## config.mk

```make
export PLATFORM = sky130hd
export DESIGN_NAME = rtc_datetime_decode_alarm
export DESIGN_NICKNAME = d
export VERILOG_FILES = /design/src/rtl/core/rtcda_pkg.sv /design/src/rtl/core/rtc_datetime_decode_alarm.sv
export SDC_FILE = /design/constraint.sdc
export NUM_CORES = 1
export LEC_CHECK = 0
export BUFFER_PORTS_ARGS = -buffer_cell sky130_fd_sc_hd__buf_4
export CORE_MARGIN = 3
export CORE_UTILIZATION = 67
export CTS_CLUSTER_DIAMETER = 40
export DETAILED_ROUTE_END_ITERATION = 10
export MAX_ROUTING_LAYER = met4
export PLACE_DENSITY = 0.95
export SLEW_MARGIN = 5
export SYNTH_ARGS = -nofsm -noshare
export SYNTH_HDL_FRONTEND = slang
export SYNTH_SLANG_ARGS = --single-unit
export TNS_END_PERCENT = 50
```

## constraint.sdc

```tcl
create_clock -name clock -period 36.9 [get_ports clock]
set_input_delay 1.845 -clock clock [delete_from_list [all_inputs] [get_ports clock]]
set_output_delay 1.845 -clock clock [all_outputs]
set_load 0.005 [all_outputs]
```

## src/rtl/core/rtcda_pkg.sv

```systemverilog
// Types, constants and helper functions for the RTC snapshot decoder.
// It stands alone and is imported by rtc_datetime_decode_alarm.
package rtcda_pkg;

   localparam logic [16:0] OffsetMax    = 17'd86400;
   localparam logic [7:0]  CenturyBit   = 8'h80;
   localparam logic [7:0]  MonthMask    = 8'h7F;
   localparam logic [7:0]  YearLimit    = 8'd199;
   localparam logic [7:0]  CenturyYears = 8'd100;
   localparam logic [5:0]  SecsPerMin   = 6'd60;
   localparam logic [4:0]  HoursPerDay  = 5'd24;
   localparam logic [7:0]  MaxHour      = 8'd23;
   localparam logic [7:0]  MaxMinSec    = 8'd59;
   localparam logic [7:0]  MonthFeb     = 8'd2;
   localparam logic [7:0]  MonthDec     = 8'd12;

   // Reciprocal factors for exact quotients over the value ranges used here.
   localparam logic [17:0] Recip60Wide  = 18'd139811;
   localparam int          Shift60Wide  = 23;
   localparam logic [11:0] Recip60Narrow = 12'd2185;
   localparam int          Shift60Narrow = 17;
   localparam logic [9:0]  Recip24      = 10'd683;
   localparam int          Shift24      = 14;
   localparam logic [7:0]  Recip10      = 8'd205;
   localparam int          Shift10      = 11;

   localparam int NumStages = 8;

   localparam logic [4:0] MonthLen [12] = '{
      5'd31, 5'd28, 5'd31, 5'd30, 5'd31, 5'd30,
      5'd31, 5'd31, 5'd30, 5'd31, 5'd30, 5'd31
   };

   typedef struct packed {
      logic [7:0]  sec_bcd;
      logic [7:0]  min_bcd;
      logic [7:0]  hour_bcd;
      logic [7:0]  date_bcd;
      logic [7:0]  month_bcd;
      logic [7:0]  year_bcd;
      logic [7:0]  status_byte;
      logic [16:0] offset_seconds;
   } req_type;

   typedef struct packed {
      logic       time_valid;
      logic [7:0] second_bin;
      logic [7:0] minute_bin;
      logic [7:0] hour_bin;
      logic [7:0] day_bin;
      logic [7:0] month_bin;
      logic [7:0] year_bin;
      logic [7:0] status_out;
      logic [7:0] alarm_second;
      logic [7:0] alarm_minute;
      logic [7:0] alarm_hour;
      logic [7:0] alarm_day;
   } rsp_type;

   typedef struct packed {
      logic [7:0] sec;
      logic [7:0] minute;
      logic [7:0] hour;
      logic [7:0] day;
      logic [7:0] month;
      logic [7:0] year;
      logic [7:0] status;
      logic [4:0] days_in_month;
      logic       time_valid;
   } dec_type;

   function automatic logic [7:0] bcd_to_bin(input logic [7:0] v);
      logic [7:0] six_tens;
      six_tens = {3'b000, v[7:4], 1'b0} + {2'b00, v[7:4], 2'b00};
      return v - six_tens;
   endfunction

   function automatic logic [7:0] bin_to_bcd(input logic [7:0] v);
      logic [15:0] prod;
      logic [4:0]  tens;
      prod = {8'd0, v} * {8'd0, Recip10};
      tens = prod[Shift10 +: 5];
      return v + {2'b00, tens, 1'b0} + {1'b0, tens, 2'b00};
   endfunction

   function automatic logic [4:0] month_days(input logic [7:0] month);
      logic [4:0] len;
      if (month >= 8'd1 && month <= MonthDec) begin
         len = MonthLen[4'(month - 8'd1)];
      end else begin
         len = 5'd31;
      end
      return len;
   endfunction

endpackage

```

## src/rtl/core/rtc_datetime_decode_alarm.sv

```systemverilog
// Top level of the RTC snapshot decoder with alarm offset.
// Depends on rtcda_pkg for the payload types, constants and BCD helpers.
//
// The block decodes one RTC register snapshot per clock cycle while the result side accepts, and
// returns one result per snapshot, in order. Its register stages are decode, validity check with
// the first reciprocal product (seconds carry), seconds remainder, second product (minutes
// carry), minutes remainder, third product (hours carry), hours remainder with day wrap, and
// BCD encode. The pipeline advances as a whole whenever the output register is empty or its
// transfer completes, so a stall on the result side holds every stage in place and the next
// input is taken in the same cycle that the pending result leaves.
module rtc_datetime_decode_alarm (
   input  logic              clock,
   input  logic              reset,
   input  logic              req_valid,
   output logic              req_ready,
   input  rtcda_pkg::req_type req_data,
   output logic              rsp_valid,
   input  logic              rsp_ready,
   output rtcda_pkg::rsp_type rsp_data
);
   import rtcda_pkg::*;

   logic                 en;
   logic [NumStages-1:0] vld_ff;
   dec_type              dec_ff [NumStages-1];

   dec_type     dec1_in;
   logic [16:0] dt_sat;
   logic [16:0] t0_in, t0_ff, t0_2_ff;
   dec_type     dec2_in;
   logic        leap;
   logic [4:0]  dim_base;
   logic [4:0]  feb_len;
   logic        ok;
   logic [34:0] p0_in, p0_ff;
   logic [10:0] q0;
   logic [16:0] q0x60;
   logic [5:0]  r0_in, r0_3_ff, r0_4_ff, r0_5_ff, r0_6_ff, r0_7_ff;
   logic [10:0] t1_in, t1_3_ff, t1_4_ff;
   logic [22:0] p1_in, p1_ff;
   logic [5:0]  q1;
   logic [10:0] q1x60;
   logic [5:0]  r1_in, r1_5_ff, r1_6_ff, r1_7_ff;
   logic [8:0]  t2_in, t2_5_ff, t2_6_ff;
   logic [18:0] p2_in, p2_ff;
   logic [4:0]  q2;
   logic [8:0]  q2x24;
   logic [4:0]  r2_in, r2_7_ff;
   logic [7:0]  aday_sum;
   logic [7:0]  aday_in, aday_7_ff;
   rsp_type     rsp_in, rsp_ff;

   assign en        = !vld_ff[NumStages-1] || rsp_ready;
   assign req_ready = en;
   assign rsp_valid = vld_ff[NumStages-1];
   assign rsp_data  = rsp_ff;

   // Stage 1: BCD decode, century fold-in, offset saturation.
   always_comb begin
      dec1_in               = '0;
      dec1_in.sec           = bcd_to_bin(req_data.sec_bcd);
      dec1_in.minute        = bcd_to_bin(req_data.min_bcd);
      dec1_in.hour          = bcd_to_bin(req_data.hour_bcd);
      dec1_in.day           = bcd_to_bin(req_data.date_bcd);
      dec1_in.month         = bcd_to_bin(req_data.month_bcd & MonthMask);
      dec1_in.year          = bcd_to_bin(req_data.year_bcd)
                            + (((req_data.month_bcd & CenturyBit) != 8'd0) ?
                               CenturyYears : 8'd0);
      dec1_in.status        = req_data.status_byte;
      dt_sat = (req_data.offset_seconds > OffsetMax) ? OffsetMax : req_data.offset_seconds;
      t0_in  = dt_sat + {9'd0, dec1_in.sec};
   end

   // Stage 2: validity check and first reciprocal product.
   always_comb begin
      leap     = (dec_ff[0].year[1:0] == 2'b00) && (dec_ff[0].year != CenturyYears);
      dim_base = month_days(dec_ff[0].month);
      feb_len  = (dec_ff[0].month == MonthFeb && leap) ? dim_base + 5'd1 : dim_base;
      ok       = (dec_ff[0].year <= YearLimit)
              && (dec_ff[0].month >= 8'd1) && (dec_ff[0].month <= MonthDec)
              && (dec_ff[0].day != 8'd0)
              && (dec_ff[0].hour <= MaxHour)
              && (dec_ff[0].minute <= MaxMinSec)
              && (dec_ff[0].sec <= MaxMinSec)
              && (dec_ff[0].day <= {3'b000, feb_len});
      dec2_in               = dec_ff[0];
      dec2_in.time_valid    = ok;
      dec2_in.days_in_month = dim_base;
      p0_in = {18'd0, t0_ff} * {17'd0, Recip60Wide};
   end

   // Stage 3: seconds remainder and minutes carry.
   always_comb begin
      q0    = p0_ff[Shift60Wide +: 11];
      q0x60 = {q0, 6'd0} - {4'd0, q0, 2'd0};
      r0_in = 6'(t0_2_ff - q0x60);
      t1_in = q0 + {3'd0, dec_ff[1].minute};
   end

   // Stage 4: second reciprocal product.
   assign p1_in = {12'd0, t1_3_ff} * {11'd0, Recip60Narrow};

   // Stage 5: minutes remainder and hours carry.
   always_comb begin
      q1    = p1_ff[Shift60Narrow +: 6];
      q1x60 = {q1, 5'd0} - {3'd0, q1, 2'd0} + {q1, 5'd0};
      r1_in = 6'(t1_4_ff - q1x60);
      t2_in = {3'd0, q1} + {1'b0, dec_ff[3].hour};
   end

   // Stage 6: third reciprocal product.
   assign p2_in = {10'd0, t2_5_ff} * {9'd0, Recip24};

   // Stage 7: hours remainder and one month wrap of the day.
   always_comb begin
      q2       = p2_ff[Shift24 +: 5];
      q2x24    = {1'b0, q2, 3'd0} + {q2, 4'd0};
      r2_in    = 5'(t2_6_ff - q2x24);
      aday_sum = {3'd0, q2} + dec_ff[5].day;
      if (aday_sum > {3'd0, dec_ff[5].days_in_month}) begin
         aday_in = aday_sum - {3'd0, dec_ff[5].days_in_month};
      end else begin
         aday_in = aday_sum;
      end
   end

   // Stage 8: BCD encode into the output register.
   always_comb begin
      rsp_in.time_valid   = dec_ff[6].time_valid;
      rsp_in.second_bin   = dec_ff[6].sec;
      rsp_in.minute_bin   = dec_ff[6].minute;
      rsp_in.hour_bin     = dec_ff[6].hour;
      rsp_in.day_bin      = dec_ff[6].day;
      rsp_in.month_bin    = dec_ff[6].month;
      rsp_in.year_bin     = dec_ff[6].year;
      rsp_in.status_out   = dec_ff[6].status;
      rsp_in.alarm_second = bin_to_bcd({2'd0, r0_7_ff});
      rsp_in.alarm_minute = bin_to_bcd({2'd0, r1_7_ff});
      rsp_in.alarm_hour   = bin_to_bcd({3'd0, r2_7_ff});
      rsp_in.alarm_day    = bin_to_bcd(aday_7_ff);
   end

   always_ff @(posedge clock) begin
      if (reset) begin
         vld_ff <= '0;
      end else if (en) begin
         vld_ff <= {vld_ff[NumStages-2:0], req_valid};
      end
   end

   always_ff @(posedge clock) begin
      if (en) begin
         dec_ff[0] <= dec1_in;
         dec_ff[1] <= dec2_in;
         for (int i = 2; i < NumStages - 1; i++) begin
            dec_ff[i] <= dec_ff[i-1];
         end
         t0_ff     <= t0_in;
         t0_2_ff   <= t0_ff;
         p0_ff     <= p0_in;
         r0_3_ff   <= r0_in;
         t1_3_ff   <= t1_in;
         r0_4_ff   <= r0_3_ff;
         t1_4_ff   <= t1_3_ff;
         p1_ff     <= p1_in;
         r0_5_ff   <= r0_4_ff;
         r1_5_ff   <= r1_in;
         t2_5_ff   <= t2_in;
         r0_6_ff   <= r0_5_ff;
         r1_6_ff   <= r1_5_ff;
         t2_6_ff   <= t2_5_ff;
         p2_ff     <= p2_in;
         r0_7_ff   <= r0_6_ff;
         r1_7_ff   <= r1_6_ff;
         r2_7_ff   <= r2_in;
         aday_7_ff <= aday_in;
         rsp_ff    <= rsp_in;
      end
   end

   // A stalled pipeline keeps every occupied stage in place.
   a_stall_holds: assert property (@(posedge clock) disable iff (reset)
      !en |=> $stable(vld_ff))
      else $error("pipeline occupancy changed during a stall");

   // Every transfer taken at the input occupies the first stage next cycle.
   a_take_in: assert property (@(posedge clock) disable iff (reset)
      (req_valid && req_ready) |=> vld_ff[0])
      else $error("input transfer was not captured");

   // The alarm time is always a legal BCD time of day.
   a_alarm_time: assert property (@(posedge clock) disable iff (reset)
      rsp_valid |-> (rsp_data.alarm_second <= 8'h59 && rsp_data.alarm_second[3:0] <= 4'd9
                  && rsp_data.alarm_minute <= 8'h59 && rsp_data.alarm_minute[3:0] <= 4'd9
                  && rsp_data.alarm_hour <= 8'h23 && rsp_data.alarm_hour[3:0] <= 4'd9))
      else $error("alarm time out of range");

   // A valid flag implies the decoded time of day, day and month are in range.
   a_valid_range: assert property (@(posedge clock) disable iff (reset)
      (rsp_valid && rsp_data.time_valid) |-> (rsp_data.second_bin <= MaxMinSec
         && rsp_data.minute_bin <= MaxMinSec && rsp_data.hour_bin <= MaxHour
         && rsp_data.day_bin != 8'd0 && rsp_data.month_bin <= MonthDec))
      else $error("valid flag set on an out-of-range time");

endmodule

```

==> impl_metrics.json, run 1 <==
{
  "syn_avg_cell_area_um2": 14.89,
  "tns_ns": 0,
  "cts-buffers-inserted": 82,
  "path_clk_slew_ns": 0.06,
  "slew_viol_final": 0,
  "wl_per_cell_um": 22.01,
  "synth_most_common_cell": "edfxtp_1",
  "critPathMaxFanout": 5,
  "status": "finished clean",
  "synth_edf_count": 630,
  "drtPass1Iterations": 5,
  "n_antenna_cell": 0,
  "slowest_delay_ns": 0.57,
  "hold_buffers": 0,
  "ys_top_cells_by_area": "edfxtp_1 (58%), ha_1 (17%), fa_1 (7.9%)",
  "die_h_um": 226.0,
  "cts_root_buffer": "clkbuf_16",
  "vias": 18490,
  "first_iter_violations": 1828,
  "drive_gt1_share_pct": 13.03,
  "finalClockSkew_ns": 0.03447,
  "min_period_over_period_pct": 15.70,
  "synthDistinctLibCells": 67,
  "dieArea_um2": 51070,
  "drcViolationCount": 0,
  "arrival_ns": 6.17,
  "min_period_ns": 5.792,
  "start_util_pct": 68.78,
  "portBuffers": 163,
  "wirelength_um": 68260,
  "detail_route.vias_per_cell": 5.962,
  "synth_top_area_share_pct": 58.34,
  "fin_nets": 3065,
  "setup_violations": 0,
  "ctsResizeCount": 0,
  "tightest_slew_ns": 1.109,
  "num_io_pins": 168,
  "synth_cells": 2178,
  "die_w_um": 226.0,
  "cts_tree": "yes",
  "async_reset_ff_share_pct": 0,
  "required_ns": 37.28,
  "slew_headroom_pct": 26.08,
  "grt_max_degree": 115,
  "finalHoldViolCount": 0,
  "ys_top_cells_by_count": "edfxtp_1 (630), ha_1 (433), inv_1 (362)",
  "netlist_area_um2": 32430,
  "rsz0062_at_grt": "false",
  "place.gp.congestion": 0.8579,
  "clockBufferDepth": 3,
  "path_common_cell": "ha_1",
  "dp_hpwl_um": 42160,
  "seq_area_frac_synth_pct": 58.83,
  "grt-ovfl-total": 0,
  "cap_violations": 0,
  "crit_path_top_delay_cell": "fa_1",
  "ys_warn_count": 0,
  "grt_pass1_wl_um": 108200,
  "antenna_found_initial": 0,
  "core_area_um2": 47150,
  "cts.sinks": 638,
  "start_kind": "flop",
  "clock_latency_ns": 0.64,
  "synth_area_leader_cell": "edfxtp_1",
  "first_global_vias": 19760,
  "ant_nets": 0,
  "rows": 79,
  "critPathCaptureType": "flop",
  "postCtsSetupBuffers": 0,
  "grtUsageTotal_pct": 28.68,
  "path_class": "flop to flop",
  "htreeDepth": 3,
  "synth-seq-cells": 638,
  "max_clock_freq_mhz": 172.7,
  "hold_class": "flop to flop",
  "cp_cell_sequence": "ha_1 > xor2_1 > ha_1 > fa_1 > inv_1 > fa_1 > inv_1 > ha_1 > a211o_1 > a21oi_1 > o21ai_1 > o21a_1 > or2_2 > fa_1 > inv_1 > ha_1 > a21o_1 > a21oi_1 > o21bai_1 > a21oi_1 > xnor2_1",
  "synthFlopType": "edfxtp_1",
  "area_growth_pct": 14.65
}
## cells by family after synthesis
family          after synthesis  share of synthesized area, %
compound gates              248                         4.958
xor+xnor                    128                         3.457
fa+ha+maj                   561                         24.61
buf+inv                     371                         4.345
flops                       638                         58.83
mux                           2                       0.06559
other cells                   1                       0.01156
simple gates                229                         3.720
## critical path, delay by kind of cell, from the launching register on
| family | cells | cell delay (ns) |
|---|---|---|
| buffers and inverters | 3 | 0.17 |
| XOR/XNOR | 2 | 0.24 |
| AND/OR/NAND/NOR | 1 | 0.31 |
| AO/OA/AOI/OAI | 8 | 1.49 |
| adder cells (fa/ha/maj) | 7 | 2.87 |
| flip-flops | 1 | 0.48 |
## cell type report
class | instances | area [um2]
Sequential cell | 638 | 19080
Clock inverter | 62 | 661.9
Inverter | 363 | 1370
Fill cell | 2416 | 9970
Clock buffer | 90 | 2082
Tap cell | 607 | 759.5
Multi-Input combinational cell | 1172 | 11950
Timing Repair Buffer | 170 | 1276
## placed cells by master (no fill, tap or decap), types with 13 or more instances in the layout
| cell type | instances |
|---|---|
| fa_1 | 128 |
| o21bai_1 | 15 |
| inv_1 | 362 |
| buf_4 | 170 |
| a21oi_1 | 78 |
| clkbuf_16 | 82 |
| a21o_1 | 43 |
| edfxtp_1 | 630 |
| nand2b_1 | 13 |
| ha_1 | 433 |
| xnor2_1 | 95 |
| xor2_1 | 33 |
| o21ai_0 | 32 |
| nor2_1 | 51 |
| nor2b_1 | 23 |
| nand2_1 | 51 |
## metal layers
layer	GRT usage, %	routed length [um]
met1	34.01	25020
met3	5.122	4776
met2	48.68	35420
met5	-	0
met4	12.30	3054
## registers in the layout (all words and copies together) (netlist names), 8 cells and up
register,cells
t2_5_ff,9
aday_7_ff,8
rsp_data,85
t1_3_ff,11
t0_ff,17
dec_ff,408
vld_ff,8
p0_ff,11
## stage by stage
stage                     std cells  cell area, um2  setup WS [ns]  hold slack [ns]  utilization, %
after floorplan                2181           32440          18.20           0.4003               -
after global placement         2950           34440          31.23           0.4007           73.04
after detailed placement       2950           34440          31.11           0.4045           73.04
after CTS                      3102           37180          31.10           0.4031           78.86
after global routing           3102           37180          30.78           0.4191           78.86
final                          3102           37180          31.11           0.4006           78.86
## final timing paths
path                                start                     end  slack [ns]  depth (start not counted)
hold reg to reg   dec_ff[6][49]$_DFFE_PP_  rsp_data[75]$_DFFE_PP_        0.40                          0
setup reg to reg   aday_7_ff[1]$_DFFE_PP_   rsp_data[7]$_DFFE_PP_       31.11                         21
hold / removal    dec_ff[6][49]$_DFFE_PP_  rsp_data[75]$_DFFE_PP_        0.40                          0
setup / recovery   aday_7_ff[1]$_DFFE_PP_   rsp_data[7]$_DFFE_PP_       31.11                         21
Power of run 1 is not shown: default switching activity piles up to over one toggle a cycle in this logic, so the estimate is an artifact.
==> inputs of run 2 (changes only) <==
--- a/config.mk
+++ b/config.mk
@@ -7,11 +7,11 @@
 export LEC_CHECK = 0
 export BUFFER_PORTS_ARGS = -buffer_cell sky130_fd_sc_hd__buf_4
 export CORE_MARGIN = 3
-export CORE_UTILIZATION = 67
+export CORE_UTILIZATION = 62
 export CTS_CLUSTER_DIAMETER = 40
 export DETAILED_ROUTE_END_ITERATION = 10
 export MAX_ROUTING_LAYER = met4
-export PLACE_DENSITY = 0.95
+export PLACE_DENSITY = 0.9
 export SLEW_MARGIN = 5
 export SYNTH_ARGS = -nofsm -noshare
 export SYNTH_HDL_FRONTEND = slang
==> constraint.sdc (replaced) <==
create_clock -name clock -period 5.77 [get_ports clock]
set_input_delay 0.2885 -clock clock [delete_from_list [all_inputs] [get_ports clock]]
set_output_delay 0.2885 -clock clock [all_outputs]
set_load 0.005 [all_outputs]
==> run 2 against run 1 <==
Against the previous run: routed wire length fell by 16%; register-to-register slack got worse by 31 ns; clock-buffer cell count fell by 5; critical path depth did not move; global-route usage fell by 6.7 points; worst hold slack got worse by 0.36 ns; via count fell by 5.9%; cell count rose by 2.8%; setup slack got worse by 31 ns; core utilization fell by 5.8 points; non-clock buffer count rose by 20; largest cell class unchanged.
==> impl_metrics.json, run 2 (synthesis results as in run 1) <==
{
  "crit_path_top_delay_cell": "fa_1",
  "tightest_slew_ns": 0.8868,
  "core_area_um2": 51510,
  "required_ns": 6.15,
  "slew_headroom_pct": 40.38,
  "first_iter_violations": 1168,
  "reg.largest.list": "dec_ff x408, rsp_data x85, t0_ff x17",
  "slew_viol_final": 0,
  "finalClockSkew_ns": 0.04920,
  "min_period_over_period_pct": 95.92,
  "path_common_cell": "ha_1",
  "drive_gt1_share_pct": 13.35,
  "reg2reg_to": "rsp_data[7]$_DFFE_PP_",
  "ant_nets": 0,
  "tns_ns": 0,
  "vias": 17410,
  "antenna_found_initial": 0,
  "critPathMaxFanout": 3,
  "cts_tree": "yes",
  "top_register": "dec_ff",
  "cts_root_buffer": "clkbuf_16",
  "place.gp.congestion": 0.8888,
  "layout_commonest_cell": "edfxtp_1",
  "hold_start": "req_data[48]",
  "wl_per_cell_um": 18.01,
  "worstRegToRegCells": 21,
  "drcViolationCount": 0,
  "grt-ovfl-total": 0,
  "grt_pass1_wl_um": 94410,
  "die_h_um": 234.7,
  "setup_violations": 0,
  "status": "finished clean",
  "r2r_start": "aday_7_ff[1]$_DFFE_PP_",
  "dp_hpwl_um": 39010,
  "finalHoldViolCount": 0,
  "grtUsageTotal_pct": 21.97,
  "fin_nets": 3083,
  "path_class": "flop to flop",
  "detail_route.vias_per_cell": 5.459,
  "path_clk_slew_ns": 0.06,
  "cap_violations": 0,
  "arrival_ns": 5.91,
  "drtPass1Iterations": 6,
  "min_period_ns": 5.534,
  "start_util_pct": 62.95,
  "largest_reg_flops": 408,
  "max_clock_freq_mhz": 180.7,
  "die_w_um": 234.7,
  "grt_max_degree": 257,
  "hold_class": "primary input to flop",
  "first_global_vias": 18630,
  "rows": 83,
  "htreeDepth": 3,
  "cts.sinks": 638,
  "clock_latency_ns": 0.64,
  "wirelength_um": 57440,
  "mostFrequentLayoutCells": "edfxtp_1 (630), ha_1 (431), inv_1 (362)",
  "num_io_pins": 168,
  "cts-buffers-inserted": 80,
  "reg2reg_slack_ns": 0.24,
  "rsz0062_at_grt": "false",
  "dieArea_um2": 55080,
  "start_kind": "flop",
  "slowest_delay_ns": 0.59,
  "n_antenna_cell": 0,
  "area_growth_pct": 15.98,
  "critPathCaptureType": "flop",
  "min_to": "dec_ff[0][37]$_DFFE_PP_",
  "cp_cell_sequence": "buf_4 > ha_1 > ha_1 > inv_1 > fa_1 > fa_1 > inv_1 > ha_1 > o21a_1 > o2111ai_1 > o21ai_2 > o21a_1 > or2_4 > fa_1 > inv_1 > ha_1 > a21o_1 > a21oi_2 > o21bai_1 > a21oi_1 > xnor2_1",
  "portBuffers": 163,
  "clockBufferDepth": 3,
  "hold_depth": 3
}
==> run 2: cell types whose count changed in the layout (fill, tap and decap cells not counted), moves of 3 or more <==
cell,change
clkbuf_1,-3
clkinv_2,-3
clkinvlp_4,-3
buf_4,+3
dlygate4sd3_1,+15
clkinv_16,+5
inv_8,-4
==> run 2: repair_timing <==
item	CTS	global route
resized for setup	0	8
setup endpoints to repair	0	3
hold buffers	15	0
setup buffers	0	3
hold endpoints to repair	21	0
==> run 2: worst max path at each step <==
| stage | end | slack, ns | cells after the start | startpoint |
|---|---|---|---|---|
| floorplan | rsp_data[7]$_DFFE_PP_ | 0.34 | 21 | aday_7_ff[1]$_DFFE_PP_ |
| global placement | rsp_data[7]$_DFFE_PP_ | 0.18 | 21 | aday_7_ff[1]$_DFFE_PP_ |
| detailed placement | rsp_data[7]$_DFFE_PP_ | 0.02 | 21 | aday_7_ff[1]$_DFFE_PP_ |
| CTS | rsp_data[7]$_DFFE_PP_ | 0.01 | 21 | aday_7_ff[1]$_DFFE_PP_ |
| global route | rsp_data[6]$_DFFE_PP_ | 0.0004 | 22 | aday_7_ff[1]$_DFFE_PP_ |
| finish | rsp_data[7]$_DFFE_PP_ | 0.24 | 21 | aday_7_ff[1]$_DFFE_PP_ |
==> run 2: per-stage QoR <==
step / std cells / hold slack [ns] / worst slack (ns) / instance area (um2) / utilization [%]
floorplan: 2181 / 0.3874 / 0.3413 / 32440 / -
global placement: 3025 / 0.4004 / 0.1807 / 34590 / 67.14
detailed placement: 3025 / 0.4045 / 0.02488 / 34590 / 67.14
CTS: 3186 / 0.008369 / 0.009505 / 37550 / 72.90
global route: 3189 / 0.03717 / 0.0004121 / 37610 / 73.02
finish: 3189 / 0.04271 / 0.2357 / 37610 / 73.02
==> run 2: worst max-delay path, delay by kind of cell (launching register included) <==
kind            cells  cell delay [ns]
fa+ha+maj           7             2.80
compound gates      8             1.34
flops               1             0.46
buf+inv             4             0.36
simple gates        1             0.26
xor+xnor            1             0.08
==> run 2: routing by layer <==
| metal | share of wire (%) | track usage [%] |
|---|---|---|
| met5 | 0 | - |
| met4 | 3.5 | 8.644 |
| met3 | 5.4 | 4.308 |
| met2 | 51 | 36.23 |
| met1 | 40 | 27.04 |
==> run 2: cell type report <==
type,instances,area [um2]
flip-flops and latches,638,19080
fillers,3159,13900
multi-input cells,1172,11990
clock buffers,85,2021
repair buffers,190,1489
inverters,363,1389
well taps,680,850.8
clock inverters,61,792.0
Power of run 2 is left out for the same reason.
